File: src/design/sorted_priority_list_macros.svh
// Assertion macros shared by the list design.
`ifndef SORTED_PRIORITY_LIST_MACROS_SVH
`define SORTED_PRIORITY_LIST_MACROS_SVH

// Same-cycle implication, checked on every clock edge outside reset.
`define SPL_ASSERT_NOW(label, ante, cons) \
    label: assert property (@(posedge i_clk) disable iff (!i_rst_n) (ante) |-> (cons)) \
        else $error("sorted list check failed");

// Next-cycle implication, checked on every clock edge outside reset.
`define SPL_ASSERT_NEXT(label, ante, cons) \
    label: assert property (@(posedge i_clk) disable iff (!i_rst_n) (ante) |=> (cons)) \
        else $error("sorted list check failed");

`endif

File: src/design/spl_pkg.sv
`default_nettype none

package spl_pkg;

    localparam int KEY_W = 16;
    localparam int PRI_W = 16;

    typedef enum logic {
        OP_INSERT = 1'b0,
        OP_DELETE = 1'b1
    } t_op;

    typedef enum logic [1:0] {
        STATUS_DONE      = 2'd0,
        STATUS_NOT_FOUND = 2'd1,
        STATUS_FULL      = 2'd2
    } t_status;

    typedef enum logic [1:0] {
        ST_IDLE,
        ST_SCAN,
        ST_DUMP
    } t_state;

    typedef struct packed {
        t_op              op;
        logic [KEY_W-1:0] key;
        logic [PRI_W-1:0] pri;
    } t_req;

endpackage

`default_nettype wire

File: src/design/spl_front.sv
`default_nettype none

module spl_front
    import spl_pkg::*;
(
    input  wire logic             i_clk,
    input  wire logic             i_rst_n,
    input  wire logic             i_valid,
    output logic                  o_stall,
    input  wire logic             i_req_type,
    input  wire logic [KEY_W-1:0] i_key,
    input  wire logic [PRI_W-1:0] i_priority_req,
    output logic                  o_push,
    output t_req                  o_req,
    input  wire logic             i_q_full
);

    logic r_valid;
    t_req r_req;
    logic take;

    // The stage holds one request and hands it on when the queue has room.
    assign o_stall = r_valid && i_q_full;
    assign take    = i_valid && !o_stall;
    assign o_push  = r_valid && !i_q_full;
    assign o_req   = r_req;

    always_ff @(posedge i_clk) begin
        if (!i_rst_n) begin
            r_valid <= 1'b0;
        end else if (take) begin
            r_valid <= 1'b1;
        end else if (o_push) begin
            r_valid <= 1'b0;
        end
    end

    always_ff @(posedge i_clk) begin
        if (take) begin
            r_req.op  <= (i_req_type == 1'b1) ? OP_DELETE : OP_INSERT;
            r_req.key <= i_key;
            r_req.pri <= (i_req_type == 1'b1) ? '0 : i_priority_req;
        end
    end

endmodule

`default_nettype wire

File: src/design/spl_queue.sv
`default_nettype none

module spl_queue
    import spl_pkg::*;
(
    input  wire logic i_clk,
    input  wire logic i_rst_n,
    input  wire logic i_push,
    input  t_req      i_req,
    output logic      o_full,
    output logic      o_valid,
    output t_req      o_req,
    input  wire logic i_pop
);

    t_req       r_mem [2];
    logic       r_wptr;
    logic       r_rptr;
    logic [1:0] r_fill;

    assign o_full  = (r_fill == 2'd2);
    assign o_valid = (r_fill != 2'd0);
    assign o_req   = r_mem[r_rptr];

    always_ff @(posedge i_clk) begin
        if (!i_rst_n) begin
            r_wptr <= 1'b0;
            r_rptr <= 1'b0;
            r_fill <= 2'd0;
        end else begin
            if (i_push) begin
                r_wptr <= !r_wptr;
            end
            if (i_pop) begin
                r_rptr <= !r_rptr;
            end
            if (i_push && !i_pop) begin
                r_fill <= r_fill + 2'd1;
            end else if (i_pop && !i_push) begin
                r_fill <= r_fill - 2'd1;
            end
        end
    end

    always_ff @(posedge i_clk) begin
        if (i_push) begin
            r_mem[r_wptr] <= i_req;
        end
    end

endmodule

`default_nettype wire

File: src/design/spl_engine.sv
`default_nettype none
`include "sorted_priority_list_macros.svh"

module spl_engine
    import spl_pkg::*;
#(
    parameter int DEPTH = 16
) (
    input  wire logic             i_clk,
    input  wire logic             i_rst_n,
    input  wire logic             i_q_valid,
    input  t_req                  i_q_req,
    output logic                  o_q_pop,
    output logic                  o_valid,
    input  wire logic             i_stall,
    output logic [1:0]            o_status,
    output logic                  o_entry_valid,
    output logic [KEY_W-1:0]      o_entry_key,
    output logic [PRI_W-1:0]      o_entry_priority,
    output logic                  o_last
);

    localparam int CNTW = $clog2(DEPTH + 1);

    t_state r_state;
    t_state n_state;

    logic [KEY_W-1:0] r_key [DEPTH];
    logic [PRI_W-1:0] r_pri [DEPTH];

    logic [CNTW-1:0]  r_count;
    logic [CNTW-1:0]  r_count_new;
    logic [CNTW-1:0]  r_step;
    t_req             r_req;
    t_status          r_status;
    logic             r_mod;
    logic             r_found;
    logic             r_placed;
    logic [KEY_W-1:0] r_carry_key;
    logic [PRI_W-1:0] r_carry_pri;

    logic             r_out_valid;
    t_status          r_out_status;
    logic             r_out_evalid;
    logic [KEY_W-1:0] r_out_key;
    logic [PRI_W-1:0] r_out_pri;
    logic             r_out_last;

    logic             step_in_old;
    logic             step_end;
    logic             out_free;
    logic             key_hit;
    logic             n_found;
    logic             full;
    logic             rotate;
    logic             take;
    logic             emit_out;
    logic             n_placed;
    logic [KEY_W-1:0] emit_key;
    logic [PRI_W-1:0] emit_pri;
    logic [KEY_W-1:0] tail_key;
    logic [PRI_W-1:0] tail_pri;

    assign step_in_old = (r_step < r_count);
    assign step_end    = (r_step == CNTW'(DEPTH - 1));
    assign out_free    = !r_out_valid || !i_stall;
    assign key_hit     = (r_key[0] == r_req.key);
    assign n_found     = r_found || (step_in_old && key_hit);
    assign full        = (r_count == CNTW'(DEPTH));
    assign emit_out    = (r_step < r_count_new) || ((r_count_new == '0) && (r_step == '0));

    always_comb begin
        n_state = r_state;
        case (r_state)
            ST_IDLE: begin
                if (i_q_valid) begin
                    n_state = (i_q_req.op == OP_DELETE) ? ST_SCAN : ST_DUMP;
                end
            end
            ST_SCAN: begin
                if (step_end) begin
                    n_state = ST_DUMP;
                end
            end
            ST_DUMP: begin
                if (out_free && step_end) begin
                    n_state = ST_IDLE;
                end
            end
            default: begin
                n_state = ST_IDLE;
            end
        endcase
    end

    always_comb begin
        take     = (r_state == ST_IDLE) && i_q_valid;
        rotate   = (r_state == ST_SCAN) || ((r_state == ST_DUMP) && out_free);
        o_q_pop  = take;
        emit_key = r_key[0];
        emit_pri = r_pri[0];
        n_placed = r_placed;
        if (r_mod && (r_req.op == OP_INSERT)) begin
            if (r_placed) begin
                emit_key = r_carry_key;
                emit_pri = r_carry_pri;
            end else if (!(step_in_old && (r_pri[0] <= r_req.pri))) begin
                emit_key = r_req.key;
                emit_pri = r_req.pri;
                n_placed = 1'b1;
            end
        end else if (r_mod) begin
            if (r_placed || (step_in_old && key_hit)) begin
                emit_key = r_key[1];
                emit_pri = r_pri[1];
                n_placed = 1'b1;
            end
        end
        if (r_state == ST_SCAN) begin
            tail_key = r_key[0];
            tail_pri = r_pri[0];
        end else begin
            tail_key = emit_key;
            tail_pri = emit_pri;
        end
    end

    always_ff @(posedge i_clk) begin
        if (!i_rst_n) begin
            r_state     <= ST_IDLE;
            r_count     <= '0;
            r_step      <= '0;
            r_found     <= 1'b0;
            r_placed    <= 1'b0;
            r_mod       <= 1'b0;
            r_out_valid <= 1'b0;
        end else begin
            r_state <= n_state;
            if (take) begin
                r_step   <= '0;
                r_found  <= 1'b0;
                r_placed <= 1'b0;
                r_mod    <= (i_q_req.op == OP_INSERT) && !full;
            end else if (r_state == ST_SCAN) begin
                r_found <= n_found;
                r_step  <= step_end ? '0 : r_step + 1'b1;
                if (step_end) begin
                    r_mod <= n_found;
                end
            end else if ((r_state == ST_DUMP) && out_free) begin
                r_placed <= n_placed;
                r_step   <= r_step + 1'b1;
                if (step_end) begin
                    r_count <= r_count_new;
                end
            end
            if ((r_state == ST_DUMP) && out_free) begin
                r_out_valid <= emit_out;
            end else if (!i_stall) begin
                r_out_valid <= 1'b0;
            end
        end
    end

    always_ff @(posedge i_clk) begin
        if (take) begin
            r_req <= i_q_req;
            if (i_q_req.op == OP_INSERT) begin
                r_status    <= full ? STATUS_FULL : STATUS_DONE;
                r_count_new <= full ? r_count : r_count + 1'b1;
            end
        end
        if ((r_state == ST_SCAN) && step_end) begin
            r_status    <= n_found ? STATUS_DONE : STATUS_NOT_FOUND;
            r_count_new <= n_found ? r_count - 1'b1 : r_count;
        end
        if (rotate) begin
            for (int j = 0; j < DEPTH - 1; j++) begin
                r_key[j] <= r_key[j+1];
                r_pri[j] <= r_pri[j+1];
            end
            r_key[DEPTH-1] <= tail_key;
            r_pri[DEPTH-1] <= tail_pri;
        end
        if ((r_state == ST_DUMP) && out_free) begin
            r_carry_key <= r_key[0];
            r_carry_pri <= r_pri[0];
            if (emit_out) begin
                r_out_status <= r_status;
                r_out_evalid <= (r_count_new != '0);
                r_out_key    <= (r_count_new != '0) ? emit_key : '0;
                r_out_pri    <= (r_count_new != '0) ? emit_pri : '0;
                r_out_last   <= (r_count_new == '0) || (r_step == r_count_new - 1'b1);
            end
        end
    end

    assign o_valid          = r_out_valid;
    assign o_status         = r_out_status;
    assign o_entry_valid    = r_out_evalid;
    assign o_entry_key      = r_out_key;
    assign o_entry_priority = r_out_pri;
    assign o_last           = r_out_last;

    `SPL_ASSERT_NOW(a_count_range, 1'b1, r_count <= CNTW'(DEPTH))
    `SPL_ASSERT_NOW(a_empty_is_last, r_out_valid && !r_out_evalid, r_out_last)
    `SPL_ASSERT_NEXT(a_count_commit, (r_state == ST_DUMP) && (n_state == ST_IDLE),
        r_count == $past(r_count_new))
    `SPL_ASSERT_NOW(a_full_status, r_out_valid && (r_out_status == STATUS_FULL),
        r_count == CNTW'(DEPTH))

endmodule

`default_nettype wire

File: src/design/sorted_priority_list.sv
// Channel   Handshake           Payload
// request   i_valid / o_stall   i_req_type, i_key, i_priority_req
// result    o_valid / i_stall   o_status, o_entry_valid, o_entry_key,
//                               o_entry_priority, o_last
//
// An insert makes one pass and a delete two passes, each pass being one
// full turn of the entry shift ring, one ring step per cycle unless a stalled result holds the dump.
// A delete first turns the ring once to find the key, then turns it again to dump.
// Reset is synchronous and active low; it empties the list without touching the entries.
// A stalled result holds the dump in place, while three more requests can still be taken.
`default_nettype none

module sorted_priority_list
    import spl_pkg::*;
#(
    parameter int DEPTH = 16
) (
    input  wire logic             i_clk,
    input  wire logic             i_rst_n,
    input  wire logic             i_valid,
    output logic                  o_stall,
    input  wire logic             i_req_type,
    input  wire logic [KEY_W-1:0] i_key,
    input  wire logic [PRI_W-1:0] i_priority_req,
    output logic                  o_valid,
    input  wire logic             i_stall,
    output logic [1:0]            o_status,
    output logic                  o_entry_valid,
    output logic [KEY_W-1:0]      o_entry_key,
    output logic [PRI_W-1:0]      o_entry_priority,
    output logic                  o_last
);

    logic push;
    t_req front_req;
    logic q_full;
    logic q_valid;
    t_req q_req;
    logic q_pop;

    spl_front u_front (
        .i_clk          (i_clk),
        .i_rst_n        (i_rst_n),
        .i_valid        (i_valid),
        .o_stall        (o_stall),
        .i_req_type     (i_req_type),
        .i_key          (i_key),
        .i_priority_req (i_priority_req),
        .o_push         (push),
        .o_req          (front_req),
        .i_q_full       (q_full)
    );

    spl_queue u_queue (
        .i_clk   (i_clk),
        .i_rst_n (i_rst_n),
        .i_push  (push),
        .i_req   (front_req),
        .o_full  (q_full),
        .o_valid (q_valid),
        .o_req   (q_req),
        .i_pop   (q_pop)
    );

    spl_engine #(
        .DEPTH (DEPTH)
    ) u_engine (
        .i_clk            (i_clk),
        .i_rst_n          (i_rst_n),
        .i_q_valid        (q_valid),
        .i_q_req          (q_req),
        .o_q_pop          (q_pop),
        .o_valid          (o_valid),
        .i_stall          (i_stall),
        .o_status         (o_status),
        .o_entry_valid    (o_entry_valid),
        .o_entry_key      (o_entry_key),
        .o_entry_priority (o_entry_priority),
        .o_last           (o_last)
    );

endmodule

`default_nettype wire
File: config.mk
export PLATFORM = sky130hd
export DESIGN_NAME = sorted_priority_list
export DESIGN_NICKNAME = d
export VERILOG_FILES = /design/src/design/spl_pkg.sv /design/src/design/spl_front.sv /design/src/design/spl_queue.sv /design/src/design/spl_engine.sv /design/src/design/sorted_priority_list.sv
export VERILOG_INCLUDE_DIRS = /design/src /design/src/design
export SDC_FILE = /design/constraint.sdc
export NUM_CORES = 1
export LEC_CHECK = 0
export BUFFER_PORTS_ARGS = -buffer_cell sky130_fd_sc_hd__buf_2
export CAP_MARGIN = 20
export CORE_ASPECT_RATIO = 2
export CORE_MARGIN = 2
export CORE_UTILIZATION = 56
export CTS_CLUSTER_DIAMETER = 60
export DETAILED_ROUTE_END_ITERATION = 6
export HOLD_SLACK_MARGIN = 0.06
export PLACE_DENSITY_LB_ADDON = 0.2
export SYNTH_ARGS = -nofsm -noshare
export SYNTH_HDL_FRONTEND = slang
export SYNTH_SLANG_ARGS = --single-unit
File: constraint.sdc
create_clock -name i_clk -period 13.7 [get_ports i_clk]
set_input_delay 2.055 -clock i_clk [delete_from_list [all_inputs] [get_ports i_clk]]
set_output_delay 2.055 -clock i_clk [all_outputs]
set_load 0.05 [all_outputs]
==> flow_summary_export.csv <==
group,metric,value,unit
status,status,"finished, final reports clean",
global_route,grt_pass1_wl,82900,um
logic_synthesis,synth_compound_area_share,6.03,%
logic_synthesis,yosys.area_share.simple,6.12,%
logic_synthesis,syn_area,28400,um^2
route,drt_first_pass_iters,5,
placed_design,place_congestion,0.872,
route,num_vias,14622,
clock_network,numCtsBuffers,60,
route,ant_nets,0,
global_route,grt_max_degree,186,
floorplan,pin_count,75,
power,vdd_drop_max,0.000197,V
clock_network,cts_root_buffer,"clkbuf_16",
cells_and_area,drive_above_1_share,19.1,%
logic_synthesis,post-synth-top-area-cell,"edfxtp_1",
sta,period_share,37.4,%
clock_network,insertion_delay,0.62,ns
clock_network,clock_path_buffers,3,
logic_synthesis,yosys_warnings,0,
clock_network,cts_tree,"done",
logic_synthesis,synth_xor_area_share,0.896,%
flow_run,maxCapViolations,0,
cells_and_area,finalNonFillerCells,2453,
sta,worst_pin_slew,1.16,ns
power,finalPower,7.47,mW
placed_design,dp.cells,2339,
clock_network,clk_pin_slew,0.07,ns
route,wire_per_inst,22.0,um
logic_synthesis,ys_types,59,
sta,slew_violations,0,
cells_and_area,nNetsFinal,1821,
clock_network,cts_max_level,2,
worst_hold_path,hp-class,"flip-flop to flip-flop",
power,p_leak,10.4,nW
sta,fin_setup_tns,0,ns
worst_setup_path,crit_fanout,185,
cells_and_area,diodes,0,
global_route,grt_util_all_layers,20.7,%
logic_synthesis,ys_async_sr_fraction,0,%
floorplan,core,50100,um^2
sta,finalClockSkew,0.0224,ns
sta,fmax,195,MHz
worst_setup_path,arrival,5.38,ns
route,via_per_inst,5.96,
logic_synthesis,muxShareOfSynthArea,5.72,%
placed_design,dpl_worst_slack,7.65,ns
logic_synthesis,syn_area_per_cell,16.7,um^2
logic_synthesis,synth_top_family_by_area,"simple AND/OR/NAND/NOR gates",
worst_setup_path,worstPathRequired,13.96,ns
clock_network,ctsHoldBuffers,0,
logic_synthesis,ys_seq_area_share,77.7,%
cells_and_area,area_growth,11.0,%
floorplan,die_area,52600,um^2
clock_network,cts_resized,0,
logic_synthesis,ys_ff_latch,741,
worst_setup_path,crit_path_end_kind,"flip-flop",
sta,rsz0062_at_grt,"no",
placed_design,dp_hpwl,30600,um
clock_network,cts_post_setup_buffers_inserted,0,
logic_synthesis,synth_edf_count,719,
sta,slew_headroom,22.4,%
logic_synthesis,synth_area_leaders,"edfxtp_1 76%, mux2_2 4.8%, nor2_1 1.7%",
floorplan,chipHeight,322,um
global_route,grt_overflow,0,
logic_synthesis,yosys.area_share.adder,1.37,%
placed_design,port_buffers,74,
logic_synthesis,syn_inst,1694,
global_route,antenna_found_initial,0,
logic_synthesis,yosys_most_used_dff,"edfxtp_1",
sta,finalSetupViolCount,0,
worst_setup_path,start_kind,"input port",
floorplan,start_util,56.6,%
route,detail_route.iter0.violations,1300,
power,power_density,237,nW/um^2
route,wl,53900,um
clock_network,cts.sinks,741,
sta,post-route-min-period,5.12,ns
sta,worst_slack,8.58,ns
worst_setup_path,path_class,"input port to flip-flop",
global_route,grt_pass1_vias,14533,
cells_and_area,final_cell_area,31500,um^2
logic_synthesis,synth_nets,1762,
route,drc,0,
logic_synthesis,synth_top_area_share,76.1,%
placed_design,post_dp_cell_area,29300,um^2
floorplan,rows,116,
sta,hold_violations,0,
floorplan,die_width,163,um
## critical path, cell delays in order
cell      delay [ns]
buf_2           0.10
nand2_1         0.14
nand2b_1        0.24
nand2_8         0.35
buf_16          0.44
buf_4           0.51
buf_12          0.57
buf_4           0.77
## per-layer routing
layer / vias to the layer above / part of all wire (%) / track usage, %
li1: 6640 / - / -
met1: 7260 / 41 / 27.8
met2: 560 / 48 / 33.1
met3: 162 / 5.9 / 2.98
met4: 0 / 5.1 / 10.9
met5: - / 0 / 0
## Yosys cell counts, types with 8 or more instances
library cell and number:
xor2_1 20, buf_6 11, nor2_1 126, edfxtp_1 719, nand3_1 8, a21oi_1 17
o211ai_1 46, dfxtp_1 22, mux2_2 120, ha_1 31, nand2_1 111, clkbuf_1 65
mux2i_1 21, nor3_1 63, o22ai_1 32, xnor2_1 9, a211oi_1 33, nor2b_1 26
inv_1 37, o221ai_1 31, buf_1 10, nand4_1 8, buf_2 13, a22oi_1 33
## layout make-up
cell class	instances	area, um^2
clock buffer	68	1570
timing repair buffer	97	573
inverter	38	143
tap	649	812
sequential	741	22000
clock inverter	45	537
fill	3538	18600
multi-input combinational	815	5810
## placed cells by master, fill, tap and decap left out, types with 7 or more instances in the layout
master / count
nand4_1: 8
clkinv_2: 7
ha_1: 31
o21a_1: 7
nor2_1: 120
nand2_1: 108
inv_1: 37
bufinv_16: 10
o22ai_1: 32
mux2i_1: 21
xor2_1: 20
edfxtp_1: 719
xnor2_1: 9
o211ai_1: 46
buf_4: 20
o221ai_1: 31
clkinv_1: 9
a21oi_1: 17
mux2_2: 120
dfxtp_1: 21
nor2b_1: 25
nand2b_1: 7
clkbuf_16: 62
buf_2: 75
nor3_1: 63
a211oi_1: 33
a22oi_1: 33
clkinvlp_4: 9
nand3_1: 8
## final timing paths
check | start | endpoint | slack (ns) | cells after the start
setup / recovery | i_stall | u_engine.r_key[1][72] | 8.58 | 8
hold / removal | u_engine.r_pri[1][94] | u_engine.r_pri[1][78] | 0.42 | 0
setup reg to reg | u_engine.r_pri[0][1] | u_engine.r_key[1][125] | 9.61 | 8
hold reg to reg | u_engine.r_pri[1][94] | u_engine.r_pri[1][78] | 0.42 | 0
## power breakdown
| group | internal (mW) | total [mW] | leakage, nW | switching [mW] |
|---|---|---|---|---|
| Combinational | 0.453 | 1.52 | 2.51 | 1.07 |
| Sequential | 3.72 | 4.12 | 6.85 | 0.400 |
| Clock | 1.02 | 1.82 | 1.00 | 0.801 |
## sequential cells by signal (all words and copies together) (netlist names), 2 cells and up, named ones only
signal,count
u_engine.r_key,256
u_engine.r_pri,256
u_queue.r_mem,66
u_engine.r_req,33
u_front.o_req,33
u_engine.o_entry_key,16
u_engine.o_entry_priority,16
u_engine.r_carry_key,16
u_engine.r_carry_pri,16
u_engine.r_count,5
u_engine.r_count_new,5
u_engine.r_step,5
u_engine.o_status,2
u_engine.r_state,2
u_engine.r_status,2
u_queue.r_fill,2
## cell families (layout without fill, tap and decap cells)
| logic type | Yosys count | after routing |
|---|---|---|
| and+or+nand+nor | 379 | 379 |
| muxes | 145 | 145 |
| buffers and inverters | 138 | 248 |
| adders and majority gates | 31 | 31 |
| DFF | 741 | 741 |
| AOI/OAI and AO/OA | 231 | 231 |
| xor gates and xnor gates | 29 | 29 |
## stage by stage
step | hold WS, ns | utilization (%)
4_1_cts | 0.412 | 62.8
6_report | 0.415 | 62.9
3_5_place_dp | 0.405 | 58.6
5_1_grt | 0.412 | 62.9
2_1_floorplan | 0.400 | -
3_3_place_gp | 0.401 | 58.6
Note: power is estimated with default switching activity, not from simulation.
